===== config.mk =====
export PLATFORM = sky130hd
export DESIGN_NAME = opfs_queue
export DESIGN_NICKNAME = d
export VERILOG_FILES = /design/src/rtl/core/oled_page_framebuffer_streamer_unit_defines.svh /design/src/rtl/core/opfs_pkg.sv /design/src/rtl/core/opfs_queue.sv
export SDC_FILE = /design/constraint.sdc
export NUM_CORES = 1
export LEC_CHECK = 0
export BUFFER_PORTS_ARGS = -buffer_cell sky130_fd_sc_hd__buf_4
export CAP_MARGIN = 0
export CORE_ASPECT_RATIO = 0.6
export CORE_MARGIN = 2
export CORE_UTILIZATION = 46
export DETAILED_ROUTE_END_ITERATION = 10
export GPL_TIMING_DRIVEN = 0
export HOLD_SLACK_MARGIN = 0.08
export PLACE_DENSITY = 0.74
export SYNTH_ARGS = -nofsm -noshare
export SYNTH_HDL_FRONTEND = slang
export SYNTH_SLANG_ARGS = --single-unit

===== constraint.sdc =====
create_clock -name clock -period 1.4 [get_ports clock]
set_input_delay 0.21 -clock clock [delete_from_list [all_inputs] [get_ports clock]]
set_output_delay 0.21 -clock clock [all_outputs]
set_load 0.005 [all_outputs]

===== src/rtl/core/oled_page_framebuffer_streamer_unit_defines.svh =====
// assertion macros for the page-mode framebuffer streamer
// no dependencies; included by the modules that carry checks
`ifndef OLED_PAGE_FRAMEBUFFER_STREAMER_UNIT_DEFINES_SVH
`define OLED_PAGE_FRAMEBUFFER_STREAMER_UNIT_DEFINES_SVH
`ifndef SYNTHESIS
`define OPFS_ASSERT_IMPLY(label, clk, rst, ante, cons) \
   label: assert property (@(posedge clk) disable iff (rst) (ante) |-> (cons)) \
      else $error("%m: check failed");
`define OPFS_ASSERT_NEXT(label, clk, rst, ante, cons) \
   label: assert property (@(posedge clk) disable iff (rst) (ante) |=> (cons)) \
      else $error("%m: check failed");
`else
`define OPFS_ASSERT_IMPLY(label, clk, rst, ante, cons)
`define OPFS_ASSERT_NEXT(label, clk, rst, ante, cons)
`endif
`endif


===== src/rtl/core/opfs_pkg.sv =====
// shared types, codes and helper functions of the framebuffer streamer
// no dependencies
`default_nettype none
package opfs_pkg;

   localparam int COLUMNS_DEF     = 128;
   localparam int MAX_ROWS_DEF    = 64;
   localparam int CHUNK_BYTES_DEF = 32;

   localparam logic [7:0] CTRL_COMMANDS    = 8'h00;
   localparam logic [7:0] CTRL_DATA        = 8'h40;
   localparam logic [7:0] OP_COLUMN_WINDOW = 8'h21;
   localparam logic [7:0] OP_PAGE_WINDOW   = 8'h22;
   localparam logic [2:0] WINDOW_LAST      = 3'h6;

   localparam logic [1:0] ST_OK        = 2'd0;
   localparam logic [1:0] ST_NOT_READY = 2'd1;
   localparam logic [1:0] ST_DONE      = 2'd2;

   localparam logic [1:0] REG_PANEL_64 = 2'd0;
   localparam logic [1:0] REG_READY    = 2'd1;
   localparam logic [1:0] REG_BUS_ADDR = 2'd2;

   localparam logic [6:0] BUS_ADDR_RESET = 7'd60;

   typedef enum logic [1:0] {
      CMD_DRAW  = 2'd0,
      CMD_CLEAR = 2'd1,
      CMD_BEGIN = 2'd2,
      CMD_CHUNK = 2'd3
   } cmd_type;

   typedef enum logic [2:0] {
      OP_DRAW   = 3'd0,
      OP_CLEAR  = 3'd1,
      OP_WINDOW = 3'd2,
      OP_CHUNK  = 3'd3,
      OP_REFUSE = 3'd4
   } op_type;

   typedef struct packed {
      op_type     op;
      logic [6:0] x;
      logic [2:0] page;
      logic [2:0] bit_sel;
      logic       pixel_on;
   } entry_type;

   function automatic logic [3:0] page_count(input logic is_64, input logic [3:0] max_pages);
      logic [3:0] p;
      p = is_64 ? 4'd8 : 4'd4;
      if (p > max_pages) p = max_pages;
      return p;
   endfunction

   function automatic logic [7:0] window_byte(input logic [2:0] k, input logic [7:0] col_last,
                                              input logic [7:0] page_last);
      logic [7:0] b;
      case (k)
         3'd0:    b = CTRL_COMMANDS;
         3'd1:    b = OP_COLUMN_WINDOW;
         3'd2:    b = 8'h00;
         3'd3:    b = col_last;
         3'd4:    b = OP_PAGE_WINDOW;
         3'd5:    b = 8'h00;
         default: b = page_last;
      endcase
      return b;
   endfunction

endpackage
`default_nettype wire


===== src/rtl/core/opfs_queue.sv =====
// two-entry queue between the front and back ends
// depends on opfs_pkg
`default_nettype none
module opfs_queue import opfs_pkg::*; (
   input  wire logic      clock,
   input  wire logic      reset,
   input  wire logic      push,
   input  wire entry_type push_data,
   output logic           push_ready,
   output logic           head_valid,
   output entry_type      head_data,
   input  wire logic      pop
);

   localparam int DEPTH = 2;
   localparam int PW    = $clog2(DEPTH);

   entry_type       slot_ff [DEPTH];
   logic [PW-1:0]   wr_ptr_ff;
   logic [PW-1:0]   wr_ptr_in;
   logic [PW-1:0]   rd_ptr_ff;
   logic [PW-1:0]   rd_ptr_in;
   logic [PW:0]     count_ff;
   logic [PW:0]     count_in;
   logic            do_push;
   logic            do_pop;

   assign push_ready = (count_ff != (PW + 1)'(DEPTH));
   assign head_valid = (count_ff != '0);
   assign head_data  = slot_ff[rd_ptr_ff];
   assign do_push    = push && push_ready;
   assign do_pop     = pop && head_valid;

   always_comb begin
      wr_ptr_in = do_push ? wr_ptr_ff + 1'b1 : wr_ptr_ff;
      rd_ptr_in = do_pop ? rd_ptr_ff + 1'b1 : rd_ptr_ff;
      count_in  = count_ff + (PW + 1)'(do_push) - (PW + 1)'(do_pop);
   end

   always_ff @(posedge clock) begin
      if (reset) begin
         wr_ptr_ff <= '0;
         rd_ptr_ff <= '0;
         count_ff  <= '0;
      end else begin
         wr_ptr_ff <= wr_ptr_in;
         rd_ptr_ff <= rd_ptr_in;
         count_ff  <= count_in;
      end
   end

   always_ff @(posedge clock) begin
      if (do_push) begin
         slot_ff[wr_ptr_ff] <= push_data;
      end
   end

endmodule
`default_nettype wire


* Yosys cells after proc, flatten, opt, wreduce, memory -nomap -nowiden *
Memories as Yosys holds them, arrays and structs flattened. A register that Yosys moved wholly into a read port is not among the register bits.
Cells that the tools add are included.

storage, ports and cells
  register bits = 4
  output and inout bits = 19
  logic and storage cells = 16
  bits in writable memories = 34
  input port bits = 21
  memories kept = 1

memories
  name     words  bits a word  rd ports  clocked after memory_dff  wr ports  line              RTL
  slot_ff  2      17           1         1                         1         opfs_queue.sv:18  entry_type slot_ff [DEPTH];

cells by class
  muxes and demuxes = 4
  add/subtract/negate cells = 4
  reductions and logical operators = 3
  equality and inequality tests = 1

operators with widths
  cell                 count
  $mux 1               4
  $add 1x1->1 const B  2
  $add 2x1->2          1
  $logic_and 1x1->1    2
  $ne 2x2->1 const B   1
  $reduce_bool 2->1    1
  $sub 2x1->2          1

* Depth between registers and ports, before layout *
Gate-level depths: netlist (run 1).

  word-level depth = 4
  mapped depth = 6

* Worst setup path after synthesis (run 1) *
OpenSTA, ideal clock, no wires.

  path type = register to register
  start point = register count_ff[0]
  end point = memory slot_ff[1][0] in the netlist's numbering (enable)
  arrival = 1.105 ns
  period minus slack after synthesis = 1.480 ns
  path slack = -0.080 ns
  stages on the path, launching flop included = 3
  library setup time = 0.375 ns
  data required time = 1.025 ns
  cells stage by stage = dfxtp_1 -> nand2b_1 -> and3_1

on the way
  word-level cells in the longest chain between the ends = 4

ends and longest elaborated chain
  element                       line              RTL
  from (decl)                   opfs_queue.sv:23  logic [PW:0] count_ff;
  from (signal assigned)        opfs_queue.sv:48  count_ff <= count_in;
  $ne 2x2->1                    opfs_queue.sv:28  assign push_ready = (count_ff != (PW + 1)'(DEPTH));
  named net push_ready          opfs_queue.sv:9   output logic push_ready,
  $logic_and 1x1->1             opfs_queue.sv:31  assign do_push = push && push_ready;
  $mux 1                        opfs_queue.sv:53  if (do_push) begin
  $mux 1 (not written as such)  opfs_queue.sv:54  slot_ff[wr_ptr_ff] <= push_data;
  to (decl)                     opfs_queue.sv:18

The timed path passes the listed nets, and every way through them passes these cells.

==> results of run 1 <==
[cell type report]
class | instances | share of cell area, %
Clock inverter | 2 | 2.68
Sequential cell | 39 | 50.5
Inverter | 1 | 0.336
Tap cell | 42 | 2.35
Clock buffer | 6 | 3.24
Timing Repair Buffer | 47 | 20.0
Multi-Input combinational cell | 40 | 19.7
Buffer | 2 | 1.17
[flip-flops by register name (all words and copies together), names as in the netlist, named ones only]
name,count
rd_ptr_ff,1
slot_ff,34
wr_ptr_ff,1
count_ff,2
[power by group]
part | leakage (nW) | switching, mW | total [mW] | internal, mW
Sequential | 0.361 | 0.0744 | 1.50 | 1.43
Combinational | 0.476 | 0.399 | 1.13 | 0.731
Clock | 0.0654 | 0.377 | 1.09 | 0.712
Total | 0.902 | 0.850 | 3.72 | 2.87
[worst paths after layout]
path,startpoint,endpoint,slack [ps],cells past startpoint
worst max-delay path,flop,head_data[4],-120,4
worst min-delay path,push_data[2],slot_ff[1][2]$_DFFE_PP_,100,1
worst max register to register,count_ff[0]$_SDFF_PP0_,count_ff[1]$_SDFF_PP0_,60,5
worst min register to register,rd_ptr_ff$_SDFFE_PP0P_,rd_ptr_ff$_SDFFE_PP0P_,510,2
[what timing repair did]
item                       CTS  global route
gates resized for setup     26            27
gates cloned                 1             0
hold endpoints to repair     0             0
setup buffers                7             0
setup endpoints to repair   52            35
pin swaps                    2             1
[per-stage QoR]
stage          std cells  setup WS [ps]  instance area [sq um]  hold slack [ps]
3_3_place_gp         163          -84.9                   1830              394
6_report             179           -118                   2240              104
4_1_cts              179           -149                   2130             93.8
3_5_place_dp         163           -149                   1830              399
2_1_floorplan         82           27.4                   1490              279
5_1_grt              179           -156                   2240             90.6
[metal layers]
layer | routed length [um] | global-route usage [%] | vias to the layer above
met4 | 35 | 6.43 | 0
met3 | 132 | 5.85 | 5
met5 | 0 | 0 | -
met2 | 1560 | 29.7 | 23
met1 | 1210 | 18.3 | 426
li1 | - | - | 420
[placed cells by master, fill, tap and decap left out, drive strengths merged]
cell type,n
and3,1
clkbuf,6
ha,1
xor2,1
bufinv,2
a21oi,1
buf,49
mux2,18
nand3,1
clkinvlp,1
nor2,5
nor2b,2
nand2b,1
a21bo,2
and2b,1
edfxtp,34
nand3b,1
o21ai,2
a211oi,1
dfxtp,5
or2,1
a32oi,1
[cell families (layout without fill, tap and decap cells)]
family | count (synthesis) | after routing | share of synthesized area (%)
AOI/OAI and AO/OA | 7 | 7 | 3.46
xor gates and xnor gates | 1 | 1 | 0.591
adders and majority gates | 1 | 1 | 0.844
buffers and inverters | 3 | 58 | 1.10
DFF | 39 | 39 | 75.6
muxes | 18 | 18 | 13.7
and+or+nand+nor | 13 | 13 | 4.73
[worst reg2reg max path: stages (launching register included)]
cell and delay [ps]:
dfxtp_4 380, a211oi_2 200, nor2_1 80, ha_2 180, and2b_1 150, mux2_4 250
==> results.sh, run 1 <==
export IMPL_rsz0062_at_grt="true"
export IMPL_insertion_delay_ps=290
export IMPL_crit_path_max_incr_delay_ps=320
export IMPL_cts_buffers=5
export IMPL_regArea_sq_um=1130
export IMPL_yosysUniqueCellTypes=23
export IMPL_die_area_sq_um=3710
export IMPL_drt_iter0_markers=22
export IMPL_htreeDepth=2
export IMPL_grt_pass1_wl_mm=4.19
export IMPL_wl_per_cell_um=16.4
export IMPL_totalWireLength_mm=2.93
export IMPL_fmax_ghz=0.659
export IMPL_required_ps=1190
export IMPL_avgSynthCellArea_sq_um=18.1
export IMPL_synth_edf_count=34
export IMPL_yosysMostFrequentCell="edfxtp_1"
export IMPL_final_antenna_net_count=0
export IMPL_die_y_um=48.0
export IMPL_ys_top_cells_by_count="edfxtp_1 (34), mux2_2 (17), dfxtp_1 (5), nor2_1 (5)"
export IMPL_ys_seq_area_share_pct=75.6
export IMPL_gp_congestion=0.750
export IMPL_min_period_ps=1520
export IMPL_grt_max_degree=18
export IMPL_outcome="finished, violations left"
export IMPL_violations="setup timing"
export IMPL_grt_pass1_vias=882
export IMPL_crit_slowest_cell="dfxtp_2"
export IMPL_cts_sinks=39
export IMPL_areaGrowthSynthToFinish_pct=50.9
export IMPL_cp_cell_sequence="buf_6, buf_8, mux2_4, buf_6"
export IMPL_critPathKind="reg -> out"
export IMPL_yosys_area_top_type="edfxtp_1"
export IMPL_power_density_nw_per_um2=1660
export IMPL_io_buffers=39
export IMPL_hold_viol_final=0
export IMPL_finalSetupTns_ps=-1630
export IMPL_endpoint_kind="primary output"
export IMPL_arrival_ps=1310
export IMPL_vias=874
export IMPL_rows=15
export IMPL_layout_drive_gt1_share_pct=62.0
export IMPL_synth_ff_type="edfxtp_1"
export IMPL_multi_input_area_sq_um=440
export IMPL_finalPower_mw=3.72
export IMPL_max_cap_viol_count=0
export IMPL_initial_utilization_pct=50.0
export IMPL_cts_root_buf="clkbuf_8"
export IMPL_via_per_inst=4.88
export IMPL_worst_slack_ps=-118
export IMPL_critPathBufInv=3
export IMPL_synth_area_leaders="edfxtp_1 (69%), mux2_2 (13%), dfxtp_1 (6.8%), nor2_1 (1.3%), ha_1 (0.84%)"
export IMPL_route_detailed_drc=0
export IMPL_grt_overflow=0
export IMPL_async_flop_share_pct=0
export IMPL_crit_path_start_kind="flop"
export IMPL_synth_area_sq_um=1480
export IMPL_fillers=207
export IMPL_p_leak_nw=0.902
export IMPL_min_path_type="in -> reg"
export IMPL_worstPathMaxFanout=5
export IMPL_critical_path_top_delay_family="buffers and inverters"
export IMPL_drtPass1Iterations=4
export IMPL_ys_ff_latch=39
export IMPL_io_pins=40
export IMPL_tightest_slew_ps=253
export IMPL_slew_headroom_pct=83.1
export IMPL_synth_top_cell_area_share_pct=68.9
export IMPL_setup_viol=17
export IMPL_ir_drop_v=0.00116
export IMPL_finish_net_count=158
export IMPL_drv_slew=0
export IMPL_final_util_pct=75.4
export IMPL_cts_buffer_depth=2
export IMPL_period_share_pct=108
export IMPL_critPathMostFrequentCell="buf_6"
export IMPL_clock_skew_ps=3.13
export IMPL_num_antenna_cells=0
export IMPL_dieWidth_um=77.3
export IMPL_cts_tree="done"
export IMPL_holdBufCountCts=0
export IMPL_synth_cells=82
export IMPL_ys_warn_count=0
export IMPL_antenna_found_initial=0
export IMPL_track_usage_pct=16.2
export IMPL_clk_pin_slew_ps=80
export IMPL_hpwl_mm=1.61
export IMPL_design_core_area_sq_um=2970
export IMPL_synth_nets=104
(Power assumes the default switching activity.)
==> run 2: changes to the inputs <==
==> constraint.sdc (replaced) <==
create_clock -name clock -period 1.4 [get_ports clock]
set_input_delay 0.28 -clock clock [delete_from_list [all_inputs] [get_ports clock]]
set_output_delay 0.28 -clock clock [all_outputs]
set_load 0.005 [all_outputs]
==> results.sh, run 2 (same netlist as run 1, synthesis figures left out) <==
export IMPL_hold_viol_final=0
export IMPL_cts_buffer_depth=2
export IMPL_largest_reg_flops=34
export IMPL_regMostFlops="slot_ff"
export IMPL_totalWireLength_mm=2.85
export IMPL_final_cell_mix="edfxtp_1 (34), buf_4 (26), buf_6 (21)"
export IMPL_clk_pin_slew_ps=80
export IMPL_r2r_cells=5
export IMPL_htreeDepth=2
export IMPL_top_regs="slot_ff x34, count_ff x2"
export IMPL_worstPathMaxFanout=5
export IMPL_stdcell_area_sq_um=2240
export IMPL_rrSetupSlack_ps=60
export IMPL_drt_iter0_markers=29
export IMPL_setup_viol=17
export IMPL_finalPower_mw=3.72
export IMPL_timing_rr_start="count_ff[0]$_SDFF_PP0_"
export IMPL_min_from="push_data[2]"
export IMPL_cts_sinks=39
export IMPL_grt_overflow=0
export IMPL_p_sw_mw=0.847
export IMPL_fmax_ghz=0.631
export IMPL_power_density_nw_per_um2=1660
export IMPL_die_y_um=48.0
export IMPL_r2r_end="count_ff[1]$_SDFF_PP0_"
export IMPL_num_antenna_cells=0
export IMPL_dieWidth_um=77.3
export IMPL_grt_max_degree=18
export IMPL_crit_path_start_kind="flop"
export IMPL_hold_depth=1
export IMPL_via_per_inst=4.92
export IMPL_ir_drop_v=0.00117
export IMPL_violations="setup timing"
export IMPL_final_antenna_net_count=0
export IMPL_seqPwrFrac_pct=40.4
export IMPL_layout_drive_gt1_share_pct=62.0
export IMPL_gp_congestion=0.750
export IMPL_endpoint_kind="primary output"
export IMPL_min_period_ps=1590
export IMPL_design_core_area_sq_um=2970
export IMPL_worst_slack_ps=-186
export IMPL_dpl_cell_area_sq_um=1830
export IMPL_finish_net_count=158
export IMPL_grt_pass1_wl_mm=4.31
export IMPL_grt_pass1_vias=911
export IMPL_areaGrowthSynthToFinish_pct=50.9
export IMPL_initial_utilization_pct=50.0
export IMPL_final_common_cell="edfxtp_1"
export IMPL_drtPass1Iterations=4
export IMPL_p_int_mw=2.87
export IMPL_holdBufCountCts=0
export IMPL_wl_per_cell_um=15.9
export IMPL_io_buffers=39
export IMPL_cts_buffers=5
export IMPL_rsz0062_at_grt="true"
export IMPL_tightest_slew_ps=252
export IMPL_p_leak_nw=0.902
export IMPL_rows=15
export IMPL_required_ps=1120
export IMPL_slew_headroom_pct=83.2
export IMPL_clockPowerShare_pct=29.3
export IMPL_period_share_pct=113
export IMPL_cts_root_buf="clkbuf_8"
export IMPL_holdPathEnd="slot_ff[1][2]$_DFFE_PP_"
export IMPL_min_path_type="in -> reg"
export IMPL_drv_slew=0
export IMPL_swShare_pct=22.8
export IMPL_outcome="finished, violations left"
export IMPL_insertion_delay_ps=290
export IMPL_die_area_sq_um=3710
export IMPL_cts_tree="done"
export IMPL_clock_skew_ps=4.15
export IMPL_hpwl_mm=1.61
export IMPL_arrival_ps=1310
export IMPL_route_detailed_drc=0
export IMPL_antenna_found_initial=0
export IMPL_track_usage_pct=16.5
export IMPL_vias=881
export IMPL_critPathKind="reg -> out"
export IMPL_io_pins=40
export IMPL_max_cap_viol_count=0
export IMPL_p_comb_share_pct=30.3
[run 2: worst max path at each step]
stage / start / depth (start not counted) / slack [ps] / to
after floorplan: count_ff[1]$_SDFF_PP0_ / 6 / 30 / count_ff[1]$_SDFF_PP0_
after global placement: push / 7 / -150 / count_ff[1]$_SDFF_PP0_
after CTS: flop / 4 / -200 / head_data[4]
after detailed placement: push / 7 / -220 / count_ff[1]$_SDFF_PP0_
final: flop / 4 / -190 / head_data[15]
after global routing: flop / 4 / -230 / head_data[15]
[run 2: layout make-up]
cell class	instances	area (sq um)
multi-input combinational	40	440
tap	42	52.6
buffer	2	26.3
timing repair buffer	47	448
fill	207	728
clock buffer	6	72.6
inverter	1	7.51
clock inverter	2	60.1
sequential	39	1130
[run 2: timing repair]
action	in CTS	in global routing
buffers inserted	7	0
hold endpoints to repair	0	0
pin swaps	2	1
gates resized for setup	47	6
endpoints found under the setup margin	52	34
gates cloned	1	0
[run 2: routing by layer]
layer	wire (um)	up-vias	part of all wire, %	global-route usage [%]
met5	0	-	0	0
met4	35	0	1.2	6.43
met3	128	5	4.5	5.85
met2	1520	23	53	31.3
met1	1170	435	41	18.1
li1	-	418	-	-
[run 2: through the flow]
stage	TNS, ps	hold slack, ps	util, %	std cells	setup WS, ps
after floorplan	0	349	-	82	27.4
after global placement	-3560	464	61.9	163	-152
after detailed placement	-5780	469	61.9	163	-218
after CTS	-2950	164	74.6	179	-197
after global routing	-3560	162	75.4	179	-226
final	-2770	172	75.4	179	-186
[run 2: power groups by stage]
stage | sequential (mW) | clock, mW | combinational (mW)
after global placement | 1.49 | 0 | 0.705
after CTS | 1.49 | 1.11 | 1.10
final | 1.50 | 1.09 | 1.13
after floorplan | 1.49 | 0 | 0.390
after detailed placement | 1.50 | 0 | 0.718
after global routing | 1.52 | 1.14 | 1.20
[run 2: worst max-delay path, stage by stage, from the launching register on]
cell and delay, ps:
dfxtp_2 320, buf_6 130, buf_8 140, mux2_4 310, buf_6 120
==> run 3: changes to the inputs <==
- SKIP_LAST_GASP: unset -> 1
==> results.sh, run 3 (same netlist as run 1, synthesis figures left out) <==
export IMPL_outcome="finished, violations left"
export IMPL_violations="setup timing"
export IMPL_finalSetupTns_ps=-2770
export IMPL_p_int_mw=2.86
export IMPL_clk_pin_slew_ps=80
export IMPL_holdBufCountCts=0
export IMPL_endpoint_kind="primary output"
export IMPL_ir_drop_v=0.00117
export IMPL_htreeDepth=2
export IMPL_largest_reg_flops=34
export IMPL_r2r_end="count_ff[1]$_SDFF_PP0_"
export IMPL_fmax_ghz=0.631
export IMPL_rsz0062_at_grt="true"
export IMPL_num_antenna_cells=0
export IMPL_min_path_type="in -> reg"
export IMPL_p_comb_share_pct=30.0
export IMPL_crit_path_start_kind="flop"
export IMPL_gp_congestion=0.750
export IMPL_via_per_inst=4.87
export IMPL_grt_max_degree=18
export IMPL_cts_buffer_depth=2
export IMPL_required_ps=1120
export IMPL_cp_endpoint="head_data[15]"
export IMPL_power_density_nw_per_um2=1660
export IMPL_final_util_pct=75.1
export IMPL_grt_overflow=0
export IMPL_io_pins=40
export IMPL_antenna_found_initial=0
export IMPL_areaGrowthSynthToFinish_pct=50.1
export IMPL_drt_iter0_markers=29
export IMPL_design_core_area_sq_um=2970
export IMPL_worstPathMaxFanout=5
export IMPL_arrival_ps=1310
export IMPL_p_sw_mw=0.838
export IMPL_final_common_cell="edfxtp_1"
export IMPL_final_antenna_net_count=0
export IMPL_whs_ps=171
export IMPL_io_buffers=39
export IMPL_finish_net_count=158
export IMPL_p_leak_nw=0.894
export IMPL_cts_buffers=5
export IMPL_layout_drive_gt1_share_pct=60.6
export IMPL_cts_tree="done"
export IMPL_tightest_slew_ps=252
export IMPL_insertion_delay_ps=290
export IMPL_totalWireLength_mm=2.81
export IMPL_top_regs="slot_ff x34, count_ff x2"
export IMPL_clock_skew_ps=4.15
export IMPL_dieWidth_um=77.3
export IMPL_rrSetupSlack_ps=30
export IMPL_hpwl_mm=1.61
export IMPL_critPathKind="reg -> out"
export IMPL_dpl_cell_area_sq_um=1830
export IMPL_min_period_ps=1590
export IMPL_route_detailed_drc=0
export IMPL_regMostFlops="slot_ff"
export IMPL_hold_viol_final=0
export IMPL_vias=871
export IMPL_die_area_sq_um=3710
export IMPL_track_usage_pct=16.5
export IMPL_grt_pass1_wl_mm=4.31
export IMPL_worst_slack_ps=-186
export IMPL_r2r_cells=5
export IMPL_final_cell_mix="edfxtp_1 (34), buf_4 (26), buf_6 (21)"
export IMPL_drv_slew=0
export IMPL_seqPwrFrac_pct=40.5
export IMPL_initial_utilization_pct=50.0
export IMPL_max_cap_viol_count=0
export IMPL_swShare_pct=22.6
export IMPL_timing_rr_start="count_ff[0]$_SDFF_PP0_"
export IMPL_wl_per_cell_um=15.7
export IMPL_stdcell_area_sq_um=2230
export IMPL_grt_pass1_vias=911
export IMPL_die_y_um=48.0
export IMPL_clockPowerShare_pct=29.5
export IMPL_cts_root_buf="clkbuf_8"
export IMPL_slew_headroom_pct=83.2
export IMPL_rows=15
export IMPL_cts_sinks=39
export IMPL_drtPass1Iterations=4
export IMPL_setup_viol=17
export IMPL_period_share_pct=113
[run 3: stage by stage]
step / total power [mW] / setup WS, ps / cells
final: 3.70 / -186 / 179
after global routing: 3.86 / -226 / 179
after CTS: 3.70 / -197 / 179
after detailed placement: 2.22 / -218 / 163
after global placement: 2.20 / -152 / 163
after floorplan: 1.88 / 27.4 / 82
[run 3: power groups by stage]
stage / sequential, mW / combinational [mW] / clock, mW
floorplan: 1.49 / 0.390 / 0
global placement: 1.49 / 0.705 / 0
detailed placement: 1.50 / 0.718 / 0
CTS: 1.49 / 1.10 / 1.11
global route: 1.52 / 1.19 / 1.14
finish: 1.50 / 1.11 / 1.09
[run 3: critical path, cell delays in order (launching register included)]
cell and delay (ps):
dfxtp_2 320, buf_6 130, buf_8 140, mux2_4 310, buf_6 120
[run 3: worst min path at each step]
stage	from	end	slack, ps	depth (start not counted)
detailed placement	push_data[1]	slot_ff[0][1]$_DFFE_PP_	470	1
floorplan	reset	wr_ptr_ff$_SDFFE_PP0P_	350	1
global placement	push_data[9]	slot_ff[0][9]$_DFFE_PP_	460	1
global route	push_data[1]	slot_ff[0][1]$_DFFE_PP_	160	1
finish	push_data[2]	slot_ff[1][2]$_DFFE_PP_	170	1
CTS	push_data[12]	slot_ff[0][12]$_DFFE_PP_	160	1
[run 3: cell type report]
class,count,area [sq um]
plain buffers,2,26.3
clock buffers,6,72.6
clock inverters,2,60.1
fillers,212,739
inverters,1,7.51
multi-input cells,40,429
flip-flops and latches,39,1130
well taps,42,52.6
repair buffers,47,448
[run 3: timing repair]
item                                    in CTS  in global routing
gates cloned                                 1                  0
resized for setup                           47                  3
buffers inserted                             7                  0
pin swaps                                    2                  1
endpoints found under the setup margin      52                 34
[run 3: metal layers]
layer	wire length (um)	part of all wire, %	vias up	GRT usage, %
li1	-	-	418	-
met1	1150	41	425	18.1
met2	1490	53	23	31.3
met3	128	4.6	5	5.85
met4	35	1.2	0	6.43
met5	0	0	-	0
